`config.mk`:
```
export PLATFORM = sky130hd
export DESIGN_NAME = intel_hex_record_parser_remap
export DESIGN_NICKNAME = d
export VERILOG_FILES = /design/src/design/ihex_pkg.sv /design/src/design/ihex_core.sv /design/src/design/intel_hex_record_parser_remap.sv
export SDC_FILE = /design/constraint.sdc
export NUM_CORES = 1
export LEC_CHECK = 0
export ABC_AREA = 1
export BUFFER_PORTS_ARGS = -buffer_cell sky130_fd_sc_hd__buf_4
export CELL_PAD_IN_SITES_DETAIL_PLACEMENT = 0
export CELL_PAD_IN_SITES_GLOBAL_PLACEMENT = 1
export CORE_ASPECT_RATIO = 0.6
export CORE_MARGIN = 2
export CORE_UTILIZATION = 48
export CTS_BUF_LIST = sky130_fd_sc_hd__clkbuf_2 sky130_fd_sc_hd__clkbuf_4 sky130_fd_sc_hd__clkbuf_8
export DETAILED_ROUTE_END_ITERATION = 12
export GPL_TIMING_DRIVEN = 0
export PLACE_DENSITY = 0.9
export SLEW_MARGIN = 25
export SYNTH_ARGS = -nofsm -noshare
export SYNTH_HDL_FRONTEND = slang
export SYNTH_SLANG_ARGS = --single-unit
export TNS_END_PERCENT = 10
```
`constraint.sdc`:
```
create_clock -name clk -period 4.1 [get_ports clk]
set_clock_uncertainty 0.1 [all_clocks]
set_input_delay 0.205 -clock clk [delete_from_list [all_inputs] [get_ports clk]]
set_output_delay 0.205 -clock clk [all_outputs]
set_load 0.05 [all_outputs]
```
`src/design/ihex_pkg.sv`:
```
package ihex_pkg;

    localparam logic [7:0] CharColon   = 8'h3A;
    localparam logic [7:0] CharNewline = 8'h0A;
    localparam logic [7:0] CharZero    = 8'h30;
    localparam logic [7:0] CharNine    = 8'h39;
    localparam logic [7:0] CharUpperA  = 8'h41;
    localparam logic [7:0] CharUpperF  = 8'h46;
    localparam logic [7:0] CharLowerA  = 8'h61;
    localparam logic [7:0] CharLowerF  = 8'h66;
    localparam logic [7:0] HexTen      = 8'd10;
    localparam logic [4:0] BadNib      = 5'd16;

    localparam logic [2:0] NeedByte = 3'd2;
    localparam logic [2:0] NeedWord = 3'd4;

    localparam logic [7:0] TypeData = 8'd0;
    localparam logic [7:0] TypeEof  = 8'd1;
    localparam logic [7:0] TypeExt  = 8'd4;

    localparam logic [1:0] RegFlashOffset  = 2'd0;
    localparam logic [1:0] RegSegAddress   = 2'd1;
    localparam logic [1:0] RegSegTarget    = 2'd2;
    localparam logic [1:0] RegTargetGiven  = 2'd3;

    typedef enum logic [6:0] {
        PH_WAIT = 7'b0000001,
        PH_SKIP = 7'b0000010,
        PH_LEN  = 7'b0000100,
        PH_ADDR = 7'b0001000,
        PH_TYPE = 7'b0010000,
        PH_DATA = 7'b0100000,
        PH_EXT  = 7'b1000000
    } phase_t;

    typedef struct packed {
        logic [31:0] flash_offset;
        logic [31:0] seg_address;
        logic [31:0] seg_target;
        logic        target_given;
    } cfg_t;

    typedef struct packed {
        logic        valid;
        logic [31:0] byte_address;
        logic [7:0]  byte_value;
        logic        bad_digit;
        logic        end_of_file;
    } result_t;

    function automatic logic [4:0] nib_of(input logic [7:0] c);
        logic [7:0] t;
        t = 8'd0;
        if (c >= CharZero && c <= CharNine) begin
            t = c - CharZero;
        end
        else if (c >= CharUpperA && c <= CharUpperF) begin
            t = c - CharUpperA + HexTen;
        end
        else if (c >= CharLowerA && c <= CharLowerF) begin
            t = c - CharLowerA + HexTen;
        end
        else begin
            t = {3'd0, BadNib};
        end
        return t[4:0];
    endfunction

endpackage

```
`src/design/ihex_core.sv`:
```
module ihex_core (
    input  logic              clk,
    input  logic              rst_n,
    input  logic              step,
    input  logic [7:0]        text_char,
    input  ihex_pkg::cfg_t    cfg,
    output ihex_pkg::result_t res
);

    ihex_pkg::phase_t phase_reg, phase_next;
    logic [2:0]  count_reg, count_next;
    logic [15:0] accum_reg, accum_next;
    logic        frozen_reg, frozen_next;
    logic [7:0]  length_reg, length_next;
    logic [16:0] offset_reg, offset_next;
    logic [31:0] ext_reg, ext_next;
    logic [7:0]  index_reg, index_next;
    logic [4:0]  high_reg, high_next;
    logic        stopped_reg, stopped_next;
    logic [31:0] diff_reg;
    logic [31:0] base_reg;

    logic [4:0]  nib;
    logic        nib_bad;
    logic [15:0] tk_accum;
    logic        tk_frozen;
    logic [2:0]  tk_count;
    logic [2:0]  need;
    logic        field_done;
    logic [31:0] ext_word;
    logic [7:0]  index_inc;
    logic        suppress;

    assign nib      = ihex_pkg::nib_of(text_char);
    assign nib_bad  = nib[4];
    assign tk_count = count_reg + 3'd1;
    assign need     = (phase_reg == ihex_pkg::PH_ADDR || phase_reg == ihex_pkg::PH_EXT)
                      ? ihex_pkg::NeedWord : ihex_pkg::NeedByte;
    assign field_done = (tk_count >= need);
    assign ext_word   = {tk_accum, 16'd0};
    assign index_inc  = index_reg + 8'd1;
    assign suppress   = !cfg.target_given && (ext_reg == diff_reg);

    always_comb
    begin
        tk_accum  = accum_reg;
        tk_frozen = frozen_reg;
        if (!frozen_reg) begin
            tk_accum = {accum_reg[11:0], (nib_bad ? 4'd0 : nib[3:0])};
            tk_frozen = nib_bad;
        end
    end

    always_comb
    begin
        phase_next   = phase_reg;
        count_next   = count_reg;
        accum_next   = accum_reg;
        frozen_next  = frozen_reg;
        length_next  = length_reg;
        offset_next  = offset_reg;
        ext_next     = ext_reg;
        index_next   = index_reg;
        high_next    = high_reg;
        stopped_next = stopped_reg;
        res          = '0;

        if (step && !stopped_reg) begin
            if (text_char == ihex_pkg::CharNewline) begin
                phase_next  = ihex_pkg::PH_WAIT;
                count_next  = 3'd0;
                accum_next  = 16'd0;
                frozen_next = 1'b0;
                high_next   = 5'd0;
            end
            else begin
                unique case (phase_reg)
                    ihex_pkg::PH_WAIT:
                    begin
                        if (text_char == ihex_pkg::CharColon) begin
                            phase_next  = ihex_pkg::PH_LEN;
                            count_next  = 3'd0;
                            accum_next  = 16'd0;
                            frozen_next = 1'b0;
                        end
                        else begin
                            phase_next = ihex_pkg::PH_SKIP;
                        end
                    end
                    ihex_pkg::PH_SKIP:
                    begin
                    end
                    ihex_pkg::PH_LEN, ihex_pkg::PH_ADDR, ihex_pkg::PH_TYPE,
                    ihex_pkg::PH_EXT:
                    begin
                        accum_next  = tk_accum;
                        frozen_next = tk_frozen;
                        count_next  = tk_count;
                        if (field_done) begin
                            accum_next  = 16'd0;
                            frozen_next = 1'b0;
                            count_next  = 3'd0;
                            unique case (phase_reg)
                                ihex_pkg::PH_LEN:
                                begin
                                    length_next = tk_accum[7:0];
                                    phase_next  = ihex_pkg::PH_ADDR;
                                end
                                ihex_pkg::PH_ADDR:
                                begin
                                    offset_next = {1'b0, tk_accum};
                                    phase_next  = ihex_pkg::PH_TYPE;
                                end
                                ihex_pkg::PH_TYPE:
                                begin
                                    index_next = 8'd0;
                                    high_next  = 5'd0;
                                    phase_next = ihex_pkg::PH_SKIP;
                                    if (tk_accum[7:0] == ihex_pkg::TypeData) begin
                                        if (length_reg != 8'd0) begin
                                            phase_next = ihex_pkg::PH_DATA;
                                        end
                                    end
                                    else if (tk_accum[7:0] == ihex_pkg::TypeExt) begin
                                        phase_next = ihex_pkg::PH_EXT;
                                    end
                                    else if (tk_accum[7:0] == ihex_pkg::TypeEof) begin
                                        stopped_next    = 1'b1;
                                        res.valid       = 1'b1;
                                        res.end_of_file = 1'b1;
                                    end
                                end
                                default:
                                begin
                                    ext_next   = (ext_word == cfg.seg_address)
                                                 ? diff_reg : ext_word;
                                    phase_next = ihex_pkg::PH_SKIP;
                                end
                            endcase
                        end
                    end
                    ihex_pkg::PH_DATA:
                    begin
                        if (!count_reg[0]) begin
                            high_next  = nib;
                            count_next = 3'd1;
                        end
                        else begin
                            count_next  = 3'd0;
                            high_next   = 5'd0;
                            index_next  = index_inc;
                            offset_next = offset_reg + 17'd1;
                            if (index_inc >= length_reg) begin
                                phase_next = ihex_pkg::PH_SKIP;
                            end
                            res.valid        = !suppress;
                            res.byte_address = base_reg + {15'd0, offset_reg};
                            if (high_reg[4]) begin
                                res.byte_value = 8'd0;
                                res.bad_digit  = 1'b1;
                            end
                            else if (nib_bad) begin
                                res.byte_value = {high_reg[3:0], 4'd0};
                                res.bad_digit  = 1'b1;
                            end
                            else begin
                                res.byte_value = {high_reg[3:0], nib[3:0]};
                            end
                        end
                    end
                    default:
                    begin
                    end
                endcase
            end
        end
    end

    always_ff @(posedge clk or negedge rst_n)
    begin
        if (!rst_n) begin
            phase_reg   <= ihex_pkg::PH_WAIT;
            count_reg   <= 3'd0;
            accum_reg   <= 16'd0;
            frozen_reg  <= 1'b0;
            length_reg  <= 8'd0;
            offset_reg  <= 17'd0;
            ext_reg     <= 32'd0;
            index_reg   <= 8'd0;
            high_reg    <= 5'd0;
            stopped_reg <= 1'b0;
            diff_reg    <= 32'd0;
            base_reg    <= 32'd0;
        end
        else begin
            phase_reg   <= phase_next;
            count_reg   <= count_next;
            accum_reg   <= accum_next;
            frozen_reg  <= frozen_next;
            length_reg  <= length_next;
            offset_reg  <= offset_next;
            ext_reg     <= ext_next;
            index_reg   <= index_next;
            high_reg    <= high_next;
            stopped_reg <= stopped_next;
            diff_reg    <= cfg.seg_target - cfg.flash_offset;
            base_reg    <= cfg.flash_offset + ext_reg;
        end
    end

endmodule

```
`src/design/intel_hex_record_parser_remap.sv`:
```
// Intel HEX record parser with configuration-segment remapping.
// Characters of hex file text enter on the s_axis channel, one per item.
// Decoded data bytes and the end-of-file marker leave on the m_axis channel:
// tdata carries the target address and byte value, tuser the bad-digit and
// end-of-file flags. Non-record lines, checksums and other record types
// produce nothing; after the end-of-file record every character is dropped.
// Registers (flash offset, config segment address and target, target-given
// flag) are written through the cfg channel, which is always ready. The user
// must write them only while no item is in flight; the block itself does not
// enforce this. Each character is registered in the input register on
// acceptance and parsed from there, and its result is written to the output
// register. One character is taken every cycle while the receiver does not
// stall. While the receiver stalls, the output register holds its item and
// the input register holds one more character; s_axis_tready drops only when
// both are full. Reset returns the parser to the start of a line, clears the
// extended offset and loads the register defaults.
module intel_hex_record_parser_remap (
    input  logic        clk,
    input  logic        rst_n,
    input  logic        s_axis_tvalid,
    output logic        s_axis_tready,
    input  logic [7:0]  s_axis_tdata,   // [7:0] text_char
    output logic        m_axis_tvalid,
    input  logic        m_axis_tready,
    output logic [39:0] m_axis_tdata,   // [31:0] byte_address, [39:32] byte_value
    output logic [1:0]  m_axis_tuser,   // [0] bad_digit, [1] end_of_file
    input  logic        cfg_valid,
    output logic        cfg_ready,
    input  logic [1:0]  cfg_index,
    input  logic [31:0] cfg_data
);

    logic              in_valid_reg;
    logic [7:0]        in_char_reg;
    logic              out_valid_reg, out_valid_next;
    logic [39:0]       out_data_reg;
    logic [1:0]        out_user_reg;
    ihex_pkg::cfg_t    cfg_reg;
    ihex_pkg::result_t res;
    logic              proc_fire;
    logic              in_fire;

    assign cfg_ready     = 1'b1;
    assign proc_fire     = in_valid_reg && (!out_valid_reg || m_axis_tready);
    assign s_axis_tready = !in_valid_reg || proc_fire;
    assign in_fire       = s_axis_tvalid && s_axis_tready;

    assign m_axis_tvalid = out_valid_reg;
    assign m_axis_tdata  = out_data_reg;
    assign m_axis_tuser  = out_user_reg;

    ihex_core u_core (
        .clk       (clk),
        .rst_n     (rst_n),
        .step      (proc_fire),
        .text_char (in_char_reg),
        .cfg       (cfg_reg),
        .res       (res)
    );

    always_comb
    begin
        out_valid_next = out_valid_reg;
        if (proc_fire && res.valid) begin
            out_valid_next = 1'b1;
        end
        else if (m_axis_tready) begin
            out_valid_next = 1'b0;
        end
    end

    always_ff @(posedge clk or negedge rst_n)
    begin
        if (!rst_n) begin
            in_valid_reg  <= 1'b0;
            out_valid_reg <= 1'b0;
            cfg_reg.flash_offset <= 32'd0;
            cfg_reg.seg_address  <= 32'h0030_0000;
            cfg_reg.seg_target   <= 32'd0;
            cfg_reg.target_given <= 1'b0;
        end
        else begin
            out_valid_reg <= out_valid_next;
            if (in_fire) begin
                in_valid_reg <= 1'b1;
            end
            else if (proc_fire) begin
                in_valid_reg <= 1'b0;
            end
            if (cfg_valid && cfg_ready) begin
                unique case (cfg_index)
                    ihex_pkg::RegFlashOffset: cfg_reg.flash_offset <= cfg_data;
                    ihex_pkg::RegSegAddress:  cfg_reg.seg_address  <= cfg_data;
                    ihex_pkg::RegSegTarget:   cfg_reg.seg_target   <= cfg_data;
                    ihex_pkg::RegTargetGiven: cfg_reg.target_given <= cfg_data[0];
                    default:                  cfg_reg.target_given <= cfg_reg.target_given;
                endcase
            end
        end
    end

    always_ff @(posedge clk)
    begin
        if (in_fire) begin
            in_char_reg <= s_axis_tdata;
        end
        if (proc_fire && res.valid) begin
            out_data_reg <= {res.byte_value, res.byte_address};
            out_user_reg <= {res.end_of_file, res.bad_digit};
        end
    end

    a_eof_clean: assert property (@(posedge clk) disable iff (!rst_n)
        (m_axis_tvalid && m_axis_tuser[1]) |-> (m_axis_tdata == 40'd0 && !m_axis_tuser[0]))
        else $error("end-of-file item carries nonzero payload");

    a_ready_low_full: assert property (@(posedge clk) disable iff (!rst_n)
        !s_axis_tready |-> (in_valid_reg && out_valid_reg && !m_axis_tready))
        else $error("input stalled without a full pipeline");

    a_hold_char: assert property (@(posedge clk) disable iff (!rst_n)
        (in_valid_reg && !proc_fire) |=> (in_valid_reg && $stable(in_char_reg)))
        else $error("pending character lost while stalled");

endmodule

```
Word-level counts from Yosys, hierarchy flattened
Cells that the tools add are included.
{"block": "word_totals", "register_bits": 311, "in_bits": 47, "out_inout_bits": 45, "elab_cells": 181}
{"block": "classes", "addsub": 11, "magnitude_cmp": 8, "n_eq_ne": 24, "n_mux": 62, "n_bitwise": 8, "reduce_logical": 44}
{"cell": "$mux 43", "n": 2}
{"cell": "$eq 32x32->1", "n": 2}
{"cell": "$mux 16", "n": 4}
{"cell": "$mux 17", "n": 3}
{"cell": "$mux 42", "n": 1}
{"cell": "$mux 7", "n": 6}
{"cell": "$pmux 7 s3", "n": 2}
{"cell": "$mux 41", "n": 1}
{"cell": "$mux 5", "n": 7}
{"cell": "$pmux 17 s2", "n": 1}
{"cell": "$add 32x17->32", "n": 1}
{"cell": "$add 32x32->32", "n": 1}
{"cell": "$mux 32", "n": 1}
{"cell": "$pmux 16 s2", "n": 1}
{"cell": "$sub 32x32->32", "n": 1}
{"cell": "$mux 8", "n": 3}
{"cell": "$add 17x1->17 const B", "n": 1}
{"cell": "$ge 8x7->1 const B", "n": 2}
{"cell": "$le 8x7->1 const B", "n": 2}
{"cell": "$mux 1", "n": 16}
{"cell": "$pmux 8 s2", "n": 1}
{"cell": "$mux 3", "n": 5}
{"cell": "$ne 3x1->1 const B", "n": 5}
{"cell": "$reduce_and 5->1", "n": 3}
{"cell": "47 further kinds", "n": 85}

Longest topological paths before layout
Gate-level depths: netlist of the first run.
{"block": "depth", "depth_word": 18, "ltp_mapped": 19, "mapped_depth_nobuf": 17}

By module
A second synthesis of the first run with hierarchy kept.
{"block": "unflattened", "hier_cells": 2331, "area_unflattened_um2": 18418.9}
{"module": "ihex_core", "instances": 1, "cells_each": 1833, "area_per_inst_um2": 12787.3, "seq_area_each_um2": 4055.1}
{"module": "intel_hex_record_parser_remap", "instances": 1, "cells_each": 498, "area_per_inst_um2": 5631.7, "seq_area_each_um2": 3981.3}

Worst setup path before layout of the first run
OpenSTA, ideal clock, no wires.
{"block": "synth_path", "path_kind": "register to register", "from": "reg u_core.phase_reg[3]", "to": "reg out_data_reg[0], in the netlist m_axis_tdata[0], enable pin", "setup_ns": 0.400, "arrival_time_ns": 2.801, "required_time_ns": 3.600, "path_slack_ns": 0.799, "path_stages_with_launch": 14, "n_path_buf": 0, "synth_period_minus_slack_ns": 3.301, "cell_sequence": "dfrtp_1 -> nor2_1 -> nand2_1 -> nor4_1 -> nor2_2 -> ha_1 -> nand2_1 -> nand2_1 -> a21oi_1 -> nor2_1 -> nand2_1 -> nor2_1 -> nand3_1 -> nand2_1"}
{"block": "synth_between", "elab_chain_cells": 9, "word_cells_on_any_way": 15, "classes_between": "order compare (1); eq/ne (5); mux (6); reduce/logical (3)"}
{"element": "start: declaration", "line_no": "ihex_core.sv:10", "source": "ihex_pkg::phase_t phase_reg, phase_next;"}
{"element": "start signal: assignment", "line_no": "ihex_core.sv:182", "source": "phase_reg <= ihex_pkg::PH_WAIT;"}
{"element": "start signal: assignment", "line_no": "ihex_core.sv:196", "source": "phase_reg <= phase_next;"}
{"element": "$eq 7x4->1 or $eq 7x7->1 (tied branches)", "line_no": "ihex_core.sv:37, ihex_core.sv:77"}
{"element": "$logic_or 1x1->1", "line_no": "ihex_core.sv:37", "source": "assign need = (phase_reg == ihex_pkg::PH_ADDR || phase_reg == ihex_pkg::PH_EXT)"}
{"element": "$mux 3", "line_no": "ihex_core.sv:38", "source": "? ihex_pkg::NeedWord : ihex_pkg::NeedByte;"}
{"element": "$ge 3x3->1", "line_no": "ihex_core.sv:39", "source": "assign field_done = (tk_count >= need);"}
{"element": "$mux 1", "line_no": "ihex_core.sv:99", "source": "if (field_done) begin"}
{"element": "$pmux 1 s2 (*)", "line_no": "ihex_core.sv:77", "source": "unique case (phase_reg)"}
{"element": "$mux 43 (*)", "line_no": "ihex_core.sv:69", "source": "if (text_char == ihex_pkg::CharNewline) begin"}
{"element": "$mux 43 (*)", "line_no": "ihex_core.sv:68", "source": "if (step && !stopped_reg) begin"}
{"element": "$logic_and 1x1->1 (*)", "line_no": "intel_hex_record_parser_remap.sv:107", "source": "if (proc_fire && res.valid) begin"}
{"element": "end signal: assignment", "line_no": "intel_hex_record_parser_remap.sv:108", "source": "out_data_reg <= {res.byte_value, res.byte_address};"}
{"element": "end: declaration", "line_no": "intel_hex_record_parser_remap.sv:36", "source": "logic [39:0] out_data_reg;"}
Mark *: on every way between the ends. The rest lies on a longest branch, timed or not.
A chain may end at the register's enable or synchronous reset.

Worst setup path in the final report of the first run
{"block": "layout_path", "from": "reg cfg_reg[66] in the netlist's numbering", "to": "reg u_core.diff_reg[23]"}
{"block": "layout_between", "elab_chain_cells": 1}
{"element": "start: declaration", "line_no": "intel_hex_record_parser_remap.sv:38", "source": "ihex_pkg::cfg_t cfg_reg;"}
{"element": "$sub 32x32->32", "line_no": "ihex_core.sv:206", "source": "diff_reg <= cfg.seg_target - cfg.flash_offset;"}
{"element": "end signal: assignment", "line_no": "ihex_core.sv:206"}
{"element": "end: declaration", "line_no": "ihex_core.sv:20", "source": "logic [31:0] diff_reg;"}
Every way passes these cells.

==> impl_metrics.csv, run 1 <==
group,metric,value,unit
outcome,status,"completed",
detailed_routing,drc_errors,0,
power_and_ir_drop,pwr-share-clk,31.8,%
critical_path,cp_top_family,"compound AO/OA/AOI/OAI gates",
power_and_ir_drop,p_per_area,422,nW/um^2
synth,synthesis.nets,2418,
timing,setup_viol,0,
timing,rsz0062_at_grt,"false",
cells_and_area,largest_reg_flops,97,
power_and_ir_drop,irDropWorstVdd,0.262,mV
global_route,track_usage,28.4,%
clocking,tritoncts,"built",
synth,synth_edf_count,50,
clocking,cts_buffers,48,
synth,ys_seq_area_share,44.3,%
hold_path,hold_path.class,"input port to register",
floorplanning,dieArea,39400,sq um
critical_path,worstPathMaxFanout,4,
global_route,grt_pass1_wl,86800,microns
synth,yosys.area.top_type_share,35.6,%
clocking,htree_num_levels,2,
timing,period_share,89.3,%
synth,yosys_warnings,0,
critical_path,reg2regPathDepth,11,
place,io_buffers,90,
timing,slew_headroom,22.7,%
detailed_routing,drtIter0Drc,1848,
floorplanning,die_h,155,microns
place,gp_congestion,1.06,
power_and_ir_drop,pwr-share-seq,43.2,%
timing,fmax,0.273,GHz
hold_path,hold-path-cell-count,2,
global_route,grt_antenna_before_repair,0,
critical_path,path_depth,11,
critical_path,reg2reg_slack,440,ps
place,hpwl,43100,microns
power_and_ir_drop,swShare,34.4,%
critical_path,critPathLaunch,"cfg_reg[66]",
detailed_routing,vias,16500,
hold_path,min_from,"s_axis_tdata[4]",
floorplanning,design.core.area,37500,sq um
global_route,grt_pass1_vias,15200,
power_and_ir_drop,net-switching-power,3.07,mW
critical_path,timing.rr.start,"cfg_reg[66]",
synth,netlist_area,18200,sq um
job,drv_cap,0,
cells_and_area,n_antenna_cell,0,
critical_path,crit_arrival,4030,ps
critical_path,worstSetupPathType,"register to register",
floorplanning,row_count,55,
timing,finalSetupTns,0,ps
cells_and_area,drive_gt1_share,10.8,%
floorplanning,start_util,48.4,%
synth,syn-instance-count,2272,
clocking,postCtsSetupRepairBufs,0,
power_and_ir_drop,pwr-share-comb,25.0,%
critical_path,timing.rr.end,"u_core.diff_reg[23]",
cells_and_area,area_growth,16.4,%
critical_path,crit_chain,"inv_1 > ha_1 > nand3_1 > nand2_1 > a21oi_1 > o21bai_1 > a21boi_0 > o21ai_1 > nand3_1 > a21o_1 > nand2_1",
power_and_ir_drop,power,8.92,mW
clocking,clock_sinks,311,
synth,avgSynthCellArea,7.99,sq um
cells_and_area,fin_nets,2613,
synth,synthArstFlopShare,83.9,%
synth,synthFlopType,"dfrtp_1",
clocking,root_buffer,"clkbuf_8",
critical_path,path_buf_inv,1,
power_and_ir_drop,p_int,5.85,mW
detailed_routing,via_per_inst,5.45,
detailed_routing,wirelength,55200,microns
global_route,grt_overflow,0,
critical_path,cpMaxStageDelayCell,"a21boi_0",
floorplanning,io_pins,92,
critical_path,slowest_delay,920,ps
power_and_ir_drop,leakage,10.2,nW
timing,worst_pin_slew,1150,ps
detailed_routing,dr.pass1.iters,5,
critical_path,cp.required,4470,ps
timing,finalMaxSlewViolations,0,
global_route,grt_max_degree,79,
synth,ys_ff_latch,311,
detailed_routing,antenna_left,0,
synth,synth_area_leader_cell,"dfrtp_1",
clocking,cts_buffer_depth,3,
hold_path,hold_path_end,"in_char_reg[4]",
timing,fin_crit,3660,ps
timing,hold_violations,0,
floorplanning,die_x,255,microns
critical_path,cp-end-kind,"register",
clocking,clk_pin_slew,60,ps
synth,synthTopCellsByArea,"dfrtp_1, nand2_1, edfxtp_1",
synth,netlist-cell-type-count,58,
detailed_routing,wire_per_inst,18.3,microns
critical_path,startpoint_type,"register",
clocking,insertion_delay,620,ps
-- routing by layer --
| layer | share of wire (%) | routed length (microns) | vias to the layer above | track usage (%) |
|---|---|---|---|---|
| met5 | 0.15 | 82 | - | 1.61 |
| met4 | 1.2 | 637 | 2 | 4.82 |
| met3 | 11 | 5880 | 58 | 7.67 |
| met2 | 37 | 20600 | 651 | 36.5 |
| met1 | 51 | 28000 | 7871 | 46.7 |
| li1 | - | - | 7873 | - |
-- how the worst max path moves through the flow --
stage | slack, ps | end
global route | 250 | m_axis_tdata[30]
finish | 440 | u_core.diff_reg[23]
global placement | -130 | m_axis_tdata[31]
floorplan | 800 | m_axis_tdata[0]
detailed placement | 560 | m_axis_tdata[20]
CTS | 540 | m_axis_tdata[1]
-- timing repair --
action / 4_1_cts / 5_1_grt
resized for setup: 0 / 0
endpoints found under the hold margin: 300 / 0
hold buffers: 51 / 0
-- power groups by stage --
stage / logic, mW / registers [mW] / clock network [mW]
after floorplan: 1.50 / 3.77 / 0
after global placement: 2.08 / 3.90 / 0
after detailed placement: 2.11 / 3.90 / 0
after CTS: 2.17 / 3.85 / 2.88
after global routing: 2.48 / 3.89 / 3.01
final: 2.23 / 3.86 / 2.83
-- area by class of cell --
type                            count  area [sq um]
Fill cell                        3480         16400
Buffer                             48           269
Clock inverter                     17           140
Sequential cell                   311          8040
Tap cell                          513           642
Multi-Input combinational cell   1600          8670
Inverter                          313          1180
Clock buffer                       71           896
Timing Repair Buffer              145          1300
-- metrics by stage --
| stage | cell area [sq um] | instances | setup WS (ps) | hold WS, ps | util, % |
|---|---|---|---|---|---|
| floorplan | 18200 | 2272 | 799 | -191 | - |
| global placement | 19500 | 2875 | -133 | 284 | 51.9 |
| detailed placement | 19600 | 2879 | 565 | 58.7 | 52.2 |
| CTS | 21100 | 3018 | 543 | 198 | 56.3 |
| global route | 21100 | 3018 | 252 | 224 | 56.3 |
| finish | 21100 | 3018 | 439 | 228 | 56.3 |
-- logic make-up (layout without fill, tap and decap cells) --
kind of cell             Yosys count  after routing  share of synthesized area [%]
buffers and inverters            361            594                           7.98
AND/OR/NAND/NOR                  935            935                           22.0
AO/OA/AOI/OAI                    477            477                           14.5
adder cells (fa/ha/maj)           99             99                           6.95
flip-flops                       311            311                           44.3
XOR/XNOR                          88             88                           4.25
other                              1              1                         0.0207
-- layout by cell type, fill, tap and decap left out, drive strengths merged, types with 2 or more instances in the layout --
cell and n:
nand2 586, inv 311, o21ai 263, dfrtp 258
nor2 152, a21oi 126, nand3 120, buf 114
clkbuf 99, ha 96, xor2 61, dlygate4sd3 51
edfxtp 50, nor3 34, xnor2 27, o22ai 22
nand4 15, a21o 14, nor4 14, clkinv 14
o21a 10, a31oi 7, a221oi 7, o21bai 6
o211ai 6, or2 6, a21boi 6, o31ai 4
nand3b 3, nor3b 3, o2111ai 3, fa 3
dfstp 3, clkinvlp 3, bufinv 2
-- synth_stat cells, types with 5 or more instances --
library cell / count
a21boi_0: 5
a21o_1: 14
a21oi_1: 124
a221oi_1: 7
a31oi_1: 7
buf_2: 8
buf_6: 9
clkbuf_1: 28
dfrtp_1: 258
edfxtp_1: 50
ha_1: 96
inv_1: 299
inv_2: 11
nand2_1: 569
nand2_2: 15
nand3_1: 115
nand4_1: 13
nor2_1: 142
nor2_2: 7
nor3_1: 31
nor4_1: 12
o211ai_1: 6
o21a_1: 10
o21ai_0: 223
o21ai_1: 31
o21ai_2: 9
o21bai_1: 6
o22ai_1: 22
or2_2: 6
xnor2_1: 27
xor2_1: 61
(Power assumes the default switching activity.)
==> run 2, diff against run 1 <==
--- a/config.mk
+++ b/config.mk
@@ -16,6 +16,7 @@
 export DETAILED_ROUTE_END_ITERATION = 12
 export GPL_TIMING_DRIVEN = 0
 export PLACE_DENSITY = 0.9
+export RECOVER_POWER = 50
 export SLEW_MARGIN = 25
 export SYNTH_ARGS = -nofsm -noshare
 export SYNTH_HDL_FRONTEND = slang
==> run 2 against run 1 <==
Effect of this change:
- the flow now finishes with violations (max-capacitance violations, max-slew violations)
- combinational power hardly changed
- cell area is 0.83% lower
- non-clock buffer count stayed put
- sequential share of layout area is 0.32 points higher
- critical path type unchanged
- critical endpoint is now u_core.diff_reg[20]
- largest cell class unchanged
- largest power group unchanged
- highest routed layer unchanged
==> impl_metrics.csv, run 2 (synthesis results as in run 1) <==
group,metric,value,unit
detailed_routing,vias,16500,
power_and_ir_drop,pwr-share-comb,25.0,%
hold_path,min_from,"s_axis_tdata[4]",
critical_path,cp-end-kind,"register",
timing,setup_slack,436,ps
place,place_inst,2879,
hold_path,hold_path_end,"in_char_reg[4]",
place,hpwl,43100,microns
floorplanning,start_util,48.4,%
floorplanning,row_count,55,
cells_and_area,fin_area,21000,sq um
floorplanning,design.core.area,37500,sq um
timing,period_share,89.4,%
clocking,postCtsSetupRepairBufs,0,
timing,slew_headroom,-77.1,%
critical_path,timing.rr.start,"cfg_reg[68]",
power_and_ir_drop,p_int,5.85,mW
outcome,status,"finished, violations left",
clocking,cts_buffer_depth,3,
critical_path,crit_arrival,4040,ps
detailed_routing,antenna_left,0,
timing,hold_violations,0,
floorplanning,dieArea,39400,sq um
cells_and_area,area_growth,15.4,%
clocking,clock_sinks,311,
cells_and_area,final_common_cell,"nand2_1",
timing,fmax,0.273,GHz
clocking,insertion_delay,620,ps
cells_and_area,largest_reg_flops,97,
cells_and_area,final_cell_mix,"nand2_1, inv_1, dfrtp_1, o21ai_0, nor2_1",
global_route,track_usage,28.4,%
power_and_ir_drop,power,8.92,mW
timing,fin_crit,3660,ps
floorplanning,die_h,155,microns
floorplanning,io_pins,92,
timing,setup_viol,0,
power_and_ir_drop,irDropWorstVdd,0.264,mV
clocking,root_buffer,"clkbuf_8",
detailed_routing,wire_per_inst,18.3,microns
power_and_ir_drop,net-switching-power,3.08,mW
power_and_ir_drop,swShare,34.5,%
cells_and_area,nFillCells,3522,
clocking,cts_buffers,48,
clocking,clk_pin_slew,70,ps
detailed_routing,wirelength,55200,microns
critical_path,worstSetupPathType,"register to register",
global_route,grt_antenna_before_repair,0,
timing,worst_pin_slew,2660,ps
timing,finalMaxSlewViolations,55,
detailed_routing,dr.pass1.iters,5,
power_and_ir_drop,leakage,10.1,nW
place,postPlaceCellArea,19600,sq um
global_route,grt_pass1_vias,15200,
critical_path,worstPathMaxFanout,4,
clocking,htree_num_levels,2,
power_and_ir_drop,pwr-share-clk,31.8,%
hold_path,hold-path-cell-count,2,
critical_path,startpoint_type,"register",
place,gp_congestion,1.06,
critical_path,cp.required,4480,ps
power_and_ir_drop,p_per_area,426,nW/um^2
cells_and_area,drive_gt1_share,8.90,%
critical_path,reg2regPathDepth,11,
outcome,violations,"max-capacitance violations, max-slew violations",
timing,rsz0062_at_grt,"false",
detailed_routing,drtIter0Drc,1812,
global_route,grt_pass1_wl,86800,microns
power_and_ir_drop,pwr-share-seq,43.2,%
critical_path,timing.rr.end,"u_core.diff_reg[20]",
job,drv_cap,1,
detailed_routing,via_per_inst,5.45,
clocking,tritoncts,"built",
detailed_routing,drc_errors,0,
global_route,grt_max_degree,79,
cells_and_area,fin_nets,2613,
place,pre_cts_ws,565,ps
cells_and_area,layout.cells.non_filler,3018,
critical_path,reg2reg_slack,440,ps
hold_path,hold_path.class,"input port to register",
timing,finalSetupTns,0,ps
place,io_buffers,90,
cells_and_area,n_antenna_cell,0,
global_route,grt_overflow,0,
floorplanning,die_x,255,microns
[run 2: cell count changes in the layout (fill, tap and decap cells not counted)]
cell,change
clkbuf_1,+46
clkbuf_4,+9
buf_4,-55
o21ai_0,+1
buf_8,-1
dlymetal6s4s_1,+1
o21ai_1,-1
[run 2: what timing repair did]
action                                 CTS  global route
endpoints found under the hold margin  300             0
hold buffers                            51             0
resized for setup                        0             0
[run 2: worst max path at each step]
stage	slack, ps	start	endpoint
2_1_floorplan	800	u_core.phase_reg[3]	m_axis_tdata[0]
3_3_place_gp	-130	in_char_reg[0]	m_axis_tdata[31]
5_1_grt	190	rst_n	cfg_reg[54]
6_report	440	cfg_reg[68]	u_core.diff_reg[20]
4_1_cts	540	in_char_reg[0]	m_axis_tdata[1]
3_5_place_dp	560	in_char_reg[0]	m_axis_tdata[20]
[run 2: worst max-delay path: stages, from the launching register on]
cell and delay (ps):
dfrtp_1 390, inv_1 60, ha_1 320, a21oi_1 130, o21ai_0 190, a21oi_1 650, o21ai_2 240, a21boi_0 830
o21ai_1 250, nand2_1 160, a21o_1 120, nand2_1 70
[run 2: area by class of cell]
type                            count  area [sq um]  share of cell area [%]
Multi-Input combinational cell   1600          8670                    41.4
Sequential cell                   311          8040                    38.4
Inverter                          313          1180                    5.63
Timing Repair Buffer              145          1120                    5.35
Clock buffer                       71           896                    4.28
Tap cell                          513           642                    3.06
Buffer                             48           269                    1.28
Clock inverter                     17           140                   0.669
[run 2: power groups by stage]
stage	registers [mW]	clock network, mW	logic (mW)
finish	3.86	2.84	2.23
global route	3.89	3.01	2.48
CTS	3.85	2.88	2.17
detailed placement	3.90	0	2.11
global placement	3.90	0	2.08
floorplan	3.77	0	1.50
[run 2: per-layer routing]
metal  vias up  global-route usage (%)  part of all wire (%)
met5         -                    1.61                  0.15
met4         2                    4.82                   1.1
met3        60                    7.67                    11
met2       658                    36.5                    37
met1      7866                    46.7                    51
li1       7868                       -                     -
[run 2: through the flow]
step | hold WS (ps) | utilization [%]
after CTS | 198 | 56.3
after detailed placement | 58.7 | 52.2
final | 242 | 55.9
after global routing | 242 | 55.9
after global placement | 284 | 51.9
after floorplan | -191 | -
